$ cat src/rtlp_pkg.sv
// ----------------------------------------------------------------------------
// rtlp_pkg: shared types and codes for the longest-prefix route table
// Command and status codes, the queued command record and the slot record.
// ----------------------------------------------------------------------------
`default_nettype none

package rtlp_pkg;

  localparam int CMD_W    = 2;
  localparam int DEST_W   = 32;
  localparam int PFX_W    = 6;
  localparam int HOP_W    = 32;
  localparam int COST_W   = 16;
  localparam int KIND_W   = 8;
  localparam int TAG_W    = 32;
  localparam int STATUS_W = 2;
  localparam int SLOT_W   = 5;

  localparam logic [CMD_W-1:0] CMD_INSERT = 2'd0;
  localparam logic [CMD_W-1:0] CMD_REMOVE = 2'd1;
  localparam logic [CMD_W-1:0] CMD_UPDATE = 2'd2;
  localparam logic [CMD_W-1:0] CMD_LOOKUP = 2'd3;

  localparam logic [STATUS_W-1:0] ST_OK   = 2'd0;
  localparam logic [STATUS_W-1:0] ST_MISS = 2'd1;
  localparam logic [STATUS_W-1:0] ST_FULL = 2'd2;

  // one route as held in a table slot
  typedef struct packed {
    logic [DEST_W-1:0] dest;
    logic [PFX_W-1:0]  prefix;
    logic [HOP_W-1:0]  hop;
    logic [COST_W-1:0] cost;
    logic [KIND_W-1:0] kind;
    logic [TAG_W-1:0]  tag;
  } entry_t;

  // decoded command as handed from front to back
  typedef struct packed {
    logic              is_insert;
    logic              is_remove;
    logic              is_update;
    logic              is_lookup;
    entry_t            route;
    logic [COST_W-1:0] fresh;
  } cmd_t;

endpackage

`default_nettype wire

$ cat src/route_table_longest_prefix.sv
// ----------------------------------------------------------------------------
// route_table_longest_prefix: route table with longest-prefix lookup
// Insert, remove, update-metric and lookup commands over a slot table.
// ----------------------------------------------------------------------------
// Usage:
//   Input channel: drive the command fields and raise push; the item is
//   taken on a clock edge with push high and full low. A two-deep command
//   queue sits in front of the scan engine, so items can be queued while
//   a command is still being worked on.
//   Result channel: while empty is low the oldest result is on status,
//   hop_out, tag_out and slot_out; it is taken on an edge with pop high.
//   Throughput: every command walks all TABLE_DEPTH slots once through
//   the slot RAM's single read port, one slot per cycle, plus a start, a
//   drain and a write-back step; the engine works on one item at a time.
//   Reset (rst, synchronous) empties the queue and the result register and
//   marks every slot free; slot contents need no clearing.
//   If the receiver stalls, the finished result waits in the output register
//   and the engine holds its write-back until it is taken; the queue then
//   fills and full stays high until room frees up.
// ----------------------------------------------------------------------------
`default_nettype none

module route_table_longest_prefix #(
  parameter int TABLE_DEPTH = 32,
  parameter int ADDR_BITS   = 32
) (
  input  wire logic                          clk,
  input  wire logic                          rst,
  input  wire logic                          push,
  output logic                               full,
  input  wire logic [rtlp_pkg::CMD_W-1:0]    cmd,
  input  wire logic [rtlp_pkg::DEST_W-1:0]   dest_addr,
  input  wire logic [rtlp_pkg::PFX_W-1:0]    prefix_len,
  input  wire logic [rtlp_pkg::HOP_W-1:0]    hop_addr,
  input  wire logic [rtlp_pkg::COST_W-1:0]   route_metric,
  input  wire logic [rtlp_pkg::KIND_W-1:0]   route_kind,
  input  wire logic [rtlp_pkg::TAG_W-1:0]    route_tag,
  input  wire logic [rtlp_pkg::COST_W-1:0]   fresh_metric,
  output logic                               empty,
  input  wire logic                          pop,
  output logic [rtlp_pkg::STATUS_W-1:0]      status,
  output logic [rtlp_pkg::HOP_W-1:0]         hop_out,
  output logic [rtlp_pkg::TAG_W-1:0]         tag_out,
  output logic [rtlp_pkg::SLOT_W-1:0]        slot_out
);

  logic           q_valid;
  logic           q_pop;
  rtlp_pkg::cmd_t q_data;

  // front: decode and queue items
  rtlp_front u_front (
    .clk          (clk),
    .rst          (rst),
    .push         (push),
    .full         (full),
    .cmd          (cmd),
    .dest_addr    (dest_addr),
    .prefix_len   (prefix_len),
    .hop_addr     (hop_addr),
    .route_metric (route_metric),
    .route_kind   (route_kind),
    .route_tag    (route_tag),
    .fresh_metric (fresh_metric),
    .q_valid      (q_valid),
    .q_data       (q_data),
    .q_pop        (q_pop)
  );

  // back: slot scan, table update and result register
  rtlp_back #(
    .TABLE_DEPTH (TABLE_DEPTH),
    .ADDR_BITS   (ADDR_BITS)
  ) u_back (
    .clk      (clk),
    .rst      (rst),
    .q_valid  (q_valid),
    .q_data   (q_data),
    .q_pop    (q_pop),
    .empty    (empty),
    .pop      (pop),
    .status   (status),
    .hop_out  (hop_out),
    .tag_out  (tag_out),
    .slot_out (slot_out)
  );

endmodule

`default_nettype wire

$ cat src/rtlp_ram.sv
// ----------------------------------------------------------------------------
// rtlp_ram: generic single-write, single-read RAM
// One write port and one read port; the read data is registered.
// ----------------------------------------------------------------------------
`default_nettype none

module rtlp_ram #(
  parameter int WIDTH = 8,
  parameter int DEPTH = 32
) (
  input  wire logic                     clk,
  input  wire logic                     we,
  input  wire logic [$clog2(DEPTH)-1:0] waddr,
  input  wire logic [WIDTH-1:0]         wdata,
  input  wire logic [$clog2(DEPTH)-1:0] raddr,
  output logic      [WIDTH-1:0]         rdata
);

  logic [WIDTH-1:0] mem [DEPTH];

  always_ff @(posedge clk) begin
    if (we) begin
      mem[waddr] <= wdata;
    end
    rdata <= mem[raddr];
  end

endmodule

`default_nettype wire

$ cat src/rtlp_front.sv
// ----------------------------------------------------------------------------
// rtlp_front: command intake
// Decodes each item into a command record and holds it in a two-deep queue.
// ----------------------------------------------------------------------------
`default_nettype none

module rtlp_front (
  input  wire logic                          clk,
  input  wire logic                          rst,
  input  wire logic                          push,
  output logic                               full,
  input  wire logic [rtlp_pkg::CMD_W-1:0]    cmd,
  input  wire logic [rtlp_pkg::DEST_W-1:0]   dest_addr,
  input  wire logic [rtlp_pkg::PFX_W-1:0]    prefix_len,
  input  wire logic [rtlp_pkg::HOP_W-1:0]    hop_addr,
  input  wire logic [rtlp_pkg::COST_W-1:0]   route_metric,
  input  wire logic [rtlp_pkg::KIND_W-1:0]   route_kind,
  input  wire logic [rtlp_pkg::TAG_W-1:0]    route_tag,
  input  wire logic [rtlp_pkg::COST_W-1:0]   fresh_metric,
  output logic                               q_valid,
  output rtlp_pkg::cmd_t                     q_data,
  input  wire logic                          q_pop
);

  rtlp_pkg::cmd_t slots [2];
  rtlp_pkg::cmd_t dec;
  logic           wr_ptr;
  logic           rd_ptr;
  logic [1:0]     count;
  logic           do_push;
  logic           do_pop;

  always_comb begin
    dec              = '0;
    dec.route.dest   = dest_addr;
    dec.route.prefix = prefix_len;
    dec.route.hop    = hop_addr;
    dec.route.cost   = route_metric;
    dec.route.kind   = route_kind;
    dec.route.tag    = route_tag;
    dec.fresh        = fresh_metric;
    unique case (cmd)
      rtlp_pkg::CMD_INSERT: dec.is_insert = 1'b1;
      rtlp_pkg::CMD_REMOVE: dec.is_remove = 1'b1;
      rtlp_pkg::CMD_UPDATE: dec.is_update = 1'b1;
      default:              dec.is_lookup = 1'b1;
    endcase
  end

  assign full    = (count == 2'd2);
  assign q_valid = (count != 2'd0);
  assign q_data  = slots[rd_ptr];
  assign do_push = push && !full;
  assign do_pop  = q_pop && q_valid;

  always_ff @(posedge clk) begin
    if (do_push) begin
      slots[wr_ptr] <= dec;
    end
  end

  always_ff @(posedge clk) begin
    if (rst) begin
      wr_ptr <= 1'b0;
      rd_ptr <= 1'b0;
      count  <= 2'd0;
    end else begin
      if (do_push) wr_ptr <= !wr_ptr;
      if (do_pop)  rd_ptr <= !rd_ptr;
      count <= count + 2'(do_push) - 2'(do_pop);
    end
  end

endmodule

`default_nettype wire

$ cat src/rtlp_back.sv
// ----------------------------------------------------------------------------
// rtlp_back: table scan engine
// Walks every slot once per command, then writes the table and the result.
// ----------------------------------------------------------------------------
`default_nettype none

module rtlp_back #(
  parameter int TABLE_DEPTH = 32,
  parameter int ADDR_BITS   = 32
) (
  input  wire logic                           clk,
  input  wire logic                           rst,
  input  wire logic                           q_valid,
  input  wire rtlp_pkg::cmd_t                 q_data,
  output logic                                q_pop,
  output logic                                empty,
  input  wire logic                           pop,
  output logic [rtlp_pkg::STATUS_W-1:0]       status,
  output logic [rtlp_pkg::HOP_W-1:0]          hop_out,
  output logic [rtlp_pkg::TAG_W-1:0]          tag_out,
  output logic [rtlp_pkg::SLOT_W-1:0]         slot_out
);

  localparam int IW = $clog2(TABLE_DEPTH);
  localparam int PW = $clog2(ADDR_BITS + 1);
  localparam logic [IW-1:0] LAST = IW'(TABLE_DEPTH - 1);

  localparam logic [1:0] S_IDLE  = 2'd0;
  localparam logic [1:0] S_SCAN  = 2'd1;
  localparam logic [1:0] S_DRAIN = 2'd2;
  localparam logic [1:0] S_DONE  = 2'd3;

  logic [1:0]                  state;
  rtlp_pkg::cmd_t              cur;
  logic [IW-1:0]               cnt;
  logic [TABLE_DEPTH-1:0]      valid;
  logic                        dv;
  logic                        dv_last;
  logic [IW-1:0]               dv_idx;
  logic                        vld_q;
  rtlp_pkg::entry_t            rd;
  logic                        found;
  logic [IW-1:0]               best_s;
  logic [PW-1:0]               best_p;
  logic [rtlp_pkg::COST_W-1:0] best_c;
  logic [rtlp_pkg::HOP_W-1:0]  best_hop;
  logic                        out_valid;

  logic                        we;
  rtlp_pkg::entry_t            wdata;
  logic                        key_eq;
  logic                        pfx_match;
  logic [PW-1:0]               eff;
  logic [ADDR_BITS-1:0]        mask;
  logic                        take;
  logic                        res_load;
  logic [rtlp_pkg::STATUS_W-1:0] status_next;

  rtlp_ram #(
    .WIDTH ($bits(rtlp_pkg::entry_t)),
    .DEPTH (TABLE_DEPTH)
  ) u_ram (
    .clk   (clk),
    .we    (we),
    .waddr (best_s),
    .wdata (wdata),
    .raddr (cnt),
    .rdata (rd)
  );

  // slot classification for the entry coming out of the RAM
  always_comb begin
    key_eq    = (rd == cur.route);
    eff       = (int'(rd.prefix) > ADDR_BITS) ? PW'(ADDR_BITS) : PW'(rd.prefix);
    mask      = ~({ADDR_BITS{1'b1}} >> eff);
    pfx_match = (((ADDR_BITS'(rd.dest) ^ ADDR_BITS'(cur.route.dest)) & mask) == '0);
    take      = 1'b0;
    if (dv) begin
      if (cur.is_insert) begin
        take = !vld_q && !found;
      end else if (cur.is_lookup) begin
        take = vld_q && pfx_match &&
               (!found || eff > best_p || (eff == best_p && rd.cost < best_c));
      end else begin
        take = vld_q && key_eq && !found;
      end
    end
  end

  assign res_load = (state == S_DONE) && (!out_valid || pop);
  assign q_pop    = (state == S_IDLE) && q_valid;
  assign empty    = !out_valid;
  assign we       = res_load && found && (cur.is_insert || cur.is_update);

  always_comb begin
    wdata = cur.route;
    if (cur.is_update) wdata.cost = cur.fresh;
  end

  always_comb begin
    if (found)              status_next = rtlp_pkg::ST_OK;
    else if (cur.is_insert) status_next = rtlp_pkg::ST_FULL;
    else                    status_next = rtlp_pkg::ST_MISS;
  end

  always_ff @(posedge clk) begin
    if (q_pop) cur <= q_data;
    vld_q  <= valid[cnt];
    dv_idx <= cnt;
    if (take) begin
      best_s   <= dv_idx;
      best_p   <= eff;
      best_c   <= rd.cost;
      best_hop <= rd.hop;
    end
    if (res_load) begin
      status   <= status_next;
      hop_out  <= (found && cur.is_lookup) ? best_hop : '0;
      tag_out  <= (found && cur.is_remove) ? cur.route.tag : '0;
      slot_out <= found ? rtlp_pkg::SLOT_W'(best_s) : '0;
    end
  end

  always_ff @(posedge clk) begin
    if (rst) begin
      state     <= S_IDLE;
      cnt       <= '0;
      valid     <= '0;
      dv        <= 1'b0;
      dv_last   <= 1'b0;
      found     <= 1'b0;
      out_valid <= 1'b0;
    end else begin
      dv      <= (state == S_SCAN);
      dv_last <= (state == S_SCAN) && (cnt == LAST);
      if (take) found <= 1'b1;
      if (pop && out_valid && !res_load) out_valid <= 1'b0;
      unique case (state)
        S_IDLE: begin
          if (q_valid) begin
            state <= S_SCAN;
            cnt   <= '0;
            found <= 1'b0;
          end
        end
        S_SCAN: begin
          if (cnt == LAST) state <= S_DRAIN;
          else             cnt   <= cnt + 1'b1;
        end
        S_DRAIN: begin
          if (dv && dv_last) state <= S_DONE;
        end
        default: begin
          if (res_load) begin
            out_valid <= 1'b1;
            state     <= S_IDLE;
            if (found && cur.is_insert) valid[best_s] <= 1'b1;
            if (found && cur.is_remove) valid[best_s] <= 1'b0;
          end
        end
      endcase
    end
  end

`ifndef NO_ASSERTIONS
  a_full_only_insert: assert property (@(posedge clk) disable iff (rst)
    res_load && status_next == rtlp_pkg::ST_FULL |-> cur.is_insert)
    else $error("table full reported for a non-insert command");
  a_load_when_free: assert property (@(posedge clk) disable iff (rst)
    res_load |-> !out_valid || pop)
    else $error("result overwritten before being taken");
  a_data_in_scan: assert property (@(posedge clk) disable iff (rst)
    dv |-> state == S_SCAN || state == S_DRAIN)
    else $error("slot data arrived outside a scan");
  a_write_needs_found: assert property (@(posedge clk) disable iff (rst)
    we |-> found && state == S_DONE)
    else $error("table write without a chosen slot");
`endif

endmodule

`default_nettype wire

$ cat config.mk
export PLATFORM = sky130hd
export DESIGN_NAME = route_table_longest_prefix
export DESIGN_NICKNAME = d
export VERILOG_FILES = /design/src/rtlp_pkg.sv /design/src/route_table_longest_prefix.sv /design/src/rtlp_ram.sv /design/src/rtlp_front.sv /design/src/rtlp_back.sv
export SDC_FILE = /design/constraint.sdc
export NUM_CORES = 2
export LEC_CHECK = 0
export ABC_AREA = 0
export BUFFER_PORTS_ARGS = -buffer_cell sky130_fd_sc_hd__buf_2
export CORE_ASPECT_RATIO = 0.5
export CORE_UTILIZATION = 36
export CTS_CLUSTER_SIZE = 25
export DETAILED_ROUTE_END_ITERATION = 16
export GPL_TIMING_DRIVEN = 0
export SLEW_MARGIN = 20
export SYNTH_ARGS = -nofsm -noshare
export SYNTH_HDL_FRONTEND = slang
export SYNTH_MEMORY_MAX_BITS = 65536
export SYNTH_SLANG_ARGS = --single-unit
$ cat constraint.sdc
create_clock -name clk -period 32.8 [get_ports clk]
set_input_delay 0 -clock clk [delete_from_list [all_inputs] [get_ports clk]]
set_output_delay 0 -clock clk [all_outputs]
set_load 0.05 [all_outputs]
==> summary.md <==
| Metric | Value |
|---|---|
| Status | complete, no violations |
| Clock Latency Late Sink | 960 ps |
| R2R depth | 17 |
| Synth warnings | 0 |
| Syn Inst Count | 7376 |
| DRC viols | 0 |
| First-pass GRT wire length | 698300 um |
| Core ar. | 493700 um^2 |
| Die width | 1000 um |
| CP cell instances | ha_1, and2_1, clkbuf_4, buf_16, o211ai_1, clkbuf_1, nor3_2, buf_6, buf_4, buf_6, buf_4, buf_4, buf_4, buf_4, buf_6, buf_6, buf_4 |
| CTS sink cnt | 4779 |
| Clock slew at reported path FFs | 60 ps |
| Synth Area in XOR/XNOR | 0.4005% |
| Final Instance Area | 214500 um^2 |
| Final cell count without fillers | 16220 |
| CP arrival | 6380 ps |
| Critical Path Fanout Max | 41 |
| Max_slew headroom | 14.63% |
| Fin crit share | 17.52% |
| Slowest stage delay, CP | 830 ps |
| Port bufs | 219 |
| Synthesis-to-finish area growth | 19.61% |
| Final-stage net count | 9374 |
| Post-CTS Setup Inserts | 0 |
| Compound-Gate Fraction of Synth Area | 0.6196% |
| TritonRoute pass-1 iters | 6 |
| Hold path depth | 5 |
| Max VDD drop | 0.05304 mV |
| Post-synth EDFFs | 4600 |
| IO Pins | 221 |
| Max cap viols | 0 |
| GP Congestion | 0.8029 |
| Unrepaired setup endpoints after global routing | no |
| Critical Path Start Type | flip-flop |
| # rows | 182 |
| Initial antenna violation count | 37 |
| ANT nets after route | 0 |
| Worst path depth | 17 |
| CP Capture Type | flip-flop |
| Clock skew | 60.86 ps |
| Routed wire per std cell | 31.19 um |
| Post-synthesis sequential area ratio | 79.03% |
| CTS buffer count | 442 |
| CTS tree | done |
| Buffers & Inverters on Critical Path | 13 |
| Cell area after synthesis | 179300 um^2 |
| Final Slew Violations | 0 |
| Critical path's top delay family | buffers and inverters |
| Root Driver | clkbuf_16 |
| Top FF cell, synth | edfxtp_1 |
| Setup Viol. Count Final | 0 |
| Slew @ Worst Pin | 1276 ps |
| Starting Density | 36.32% |
| Fin. Hold Viols | 0 |
| Fillcell total | 41720 |
| FMAX | 174.0 MHz |
| Worst EP required | 33430 ps |
| Adder-Cell Fraction of Synth Area | 0.2135% |
| Layout cells sized above 1 | 36.35% |
| Gr ovfl total | 0 |
| Vias in the first global route | 87930 |
| Slowest cell on crit path | nor3_2 |
| Setup CP Type | reg -> reg |
| Placed Area | 196600 um^2 |
| Post-Syn Nets | 7553 |
| Final Critical Period | 5746 ps |
| Mux cell area share after synthesis | 17.72% |
| Die H | 501.1 um |
| Pwr Density | 73.03 nW/um^2 |
| Die area | 501100 um^2 |
| HP Class | in -> reg |
| P_leak | 0.06750 uW |
| Dpl cells | 15040 |
| Synth cell types | 57 |
| Starting DRT DRC Count | 12110 |
| GRT Util Overall | 19.81% |
| Drt via density | 5.483 |
| Largest net degree at the start of global routing | 46 |
| Final WL | 505900 um |
| Largest family of logic cells by synthesized area | multiplexers |
| Avg Inst Size Synth | 24.31 um^2 |
| Seq cells post-synth | 4779 |
| Clock Tree Buf Depth | 4 |
| Routed via count | 88950 |
| PostCTS Resize Cnt | 0 |
| Max H-tree Level | 5 |
| Synth async-reset ratio | 0% |
| Dpl hpwl | 356200 um |
| Core Util, Final | 43.44% |
| Most frequent CP cell | buf_4 |
| Setup TNS | 0 ps |
| Post-Synth Simple-Gate Area | 1.047% |
where the power goes:
| group | leakage (uW) | internal (uW) | switching [uW] |
|---|---|---|---|
| Sequential | 0.0430 | 7620 | 487 |
| Combinational | 0.0176 | 942 | 1520 |
| Clock | 0.00688 | 2830 | 2260 |
| Total | 0.0675 | 11400 | 4270 |
through the flow:
stage                     setup slack [ps]  hold WS (ps)  total power, uW
after floorplan                      19950         98.87             9356
final                                27050         83.76            15660
after global placement                2629         186.5            10480
after CTS                            27100         7.646            15640
after global routing                 26930         85.59            16090
after detailed placement             27120         191.0            10590
path summary, 6_finish.rpt:
kind                        start                      end  slack (ps)
hold / removal               push           u_front.wr_ptr          80
hold reg to reg     u_back.cnt[2]         u_back.dv_idx[2]         350
setup reg to reg  u_back.state[1]  u_back.u_ram.mem[6][53]       27050
setup / recovery  u_back.state[1]  u_back.u_ram.mem[6][53]       27050
cells in the mapped netlist, drive strengths merged (2+ instances only):
| cell | number | area [um^2] |
|---|---|---|
| clkbuf | 223 | 837.1 |
| nand3b | 4 | 30.03 |
| o21a | 2 | 15.01 |
| and3 | 69 | 431.7 |
| nand3 | 9 | 45.04 |
| nand2 | 29 | 108.9 |
| nor2b | 55 | 344.1 |
| maj3 | 2 | 20.02 |
| inv | 63 | 236.5 |
| a2111oi | 17 | 148.9 |
| o21ai | 20 | 100.1 |
| xnor2 | 27 | 236.5 |
| or2 | 2 | 12.51 |
| dfxtp | 179 | 3583 |
| nor3b | 3 | 22.52 |
| a21o | 3 | 22.52 |
| a22oi | 2 | 15.01 |
| a41oi | 3 | 26.28 |
| nand4 | 15 | 93.84 |
| nor2 | 60 | 225.2 |
| a211oi | 35 | 262.8 |
| or4 | 6 | 45.04 |
| o31ai | 4 | 30.03 |
| a2bb2oi | 2 | 17.52 |
| edfxtp | 4600 | 138100 |
| nand2b | 18 | 112.6 |
| nor3 | 40 | 200.2 |
| and2 | 9 | 56.30 |
| or3 | 3 | 18.77 |
| nor4 | 12 | 75.07 |
| o2111ai | 3 | 26.28 |
| xor2 | 55 | 481.7 |
| o2111a | 2 | 22.52 |
| buf | 143 | 674.4 |
| ha | 29 | 362.9 |
| o22ai | 5 | 31.28 |
| a21oi | 49 | 245.2 |
| mux4 | 1270 | 28600 |
| or3b | 3 | 26.28 |
| o211ai | 3 | 22.52 |
| a221oi | 5 | 43.79 |
| mux2 | 281 | 3164 |
cell type report:
class	instances	area, um^2	share of cell area [%]
Timing Repair Buffer	1377	12280	5.725
Inverter	63	236.5	0.1103
Tap cell	6624	8288	3.864
Multi-Input combinational cell	2168	36180	16.87
Clock inverter	233	2233	1.041
Buffer	366	1593	0.7426
Antenna cell	32	80.08	0.03734
Clock buffer	579	11870	5.535
Sequential cell	4779	141700	66.08
logic make-up after synthesis:
logic type               Yosys count
buffers and inverters            429
XOR/XNOR                          82
AND/OR/NAND/NOR                  340
multiplexers                    1551
adder cells (fa/ha/maj)           31
AO/OA/AOI/OAI                    164
flip-flops                      4779
what timing repair did:
| action | CTS | global route |
|---|---|---|
| hold buffers | 292 | 0 |
| endpoints found under the hold margin | 426 | 0 |
| endpoints found under the setup margin | 0 | 0 |
sequential cells by signal, summed over array words and instances (netlist names), 5 cells and up:
| signal | count |
|---|---|
| u_front.slots | 292 |
| u_back.best_p | 6 |
| u_back.valid | 32 |
| u_back.cnt | 5 |
| u_back.tag_out | 32 |
| u_back.best_hop | 32 |
| u_back.cur | 146 |
| u_back.best_s | 5 |
| u_back.u_ram.rdata | 126 |
| u_back.u_ram.mem | 4032 |
| u_back.hop_out | 32 |
| u_back.slot_out | 5 |
| u_back.dv_idx | 5 |
| u_back.best_c | 16 |
metal layers:
metal	GRT usage, %	wire length (um)	up-vias
met5	0	137	-
met4	8.014	22530	20
met3	4.416	47400	869
met2	30.47	231900	4580
met1	27.51	203900	48200
li1	-	-	35280
worst register-to-register path: cells and delay by family (launching register included):
kind	cells	cell delay, ps
compound gates	1	330
fa+ha+maj	1	370
buf+inv	13	3330
flops	1	410
simple gates	2	1000
layout by cell type (no fill, tap or decap), drive strengths merged, types with 15 or more instances in the layout:
master	count
nor2	60
a21oi	49
diode	32
dfxtp	179
ha	29
a211oi	35
clkinv	173
dlygate4sd3	292
o21ai	20
xnor2	27
clkbuf	804
xor2	55
mux2	281
inv	74
and3	69
nand2	29
nor2b	55
mux4	1270
nand4	15
edfxtp	4600
nand2b	18
buf	1226
a2111oi	17
nor3	40
bufinv	36
Power figures use the tool's default switching activity.
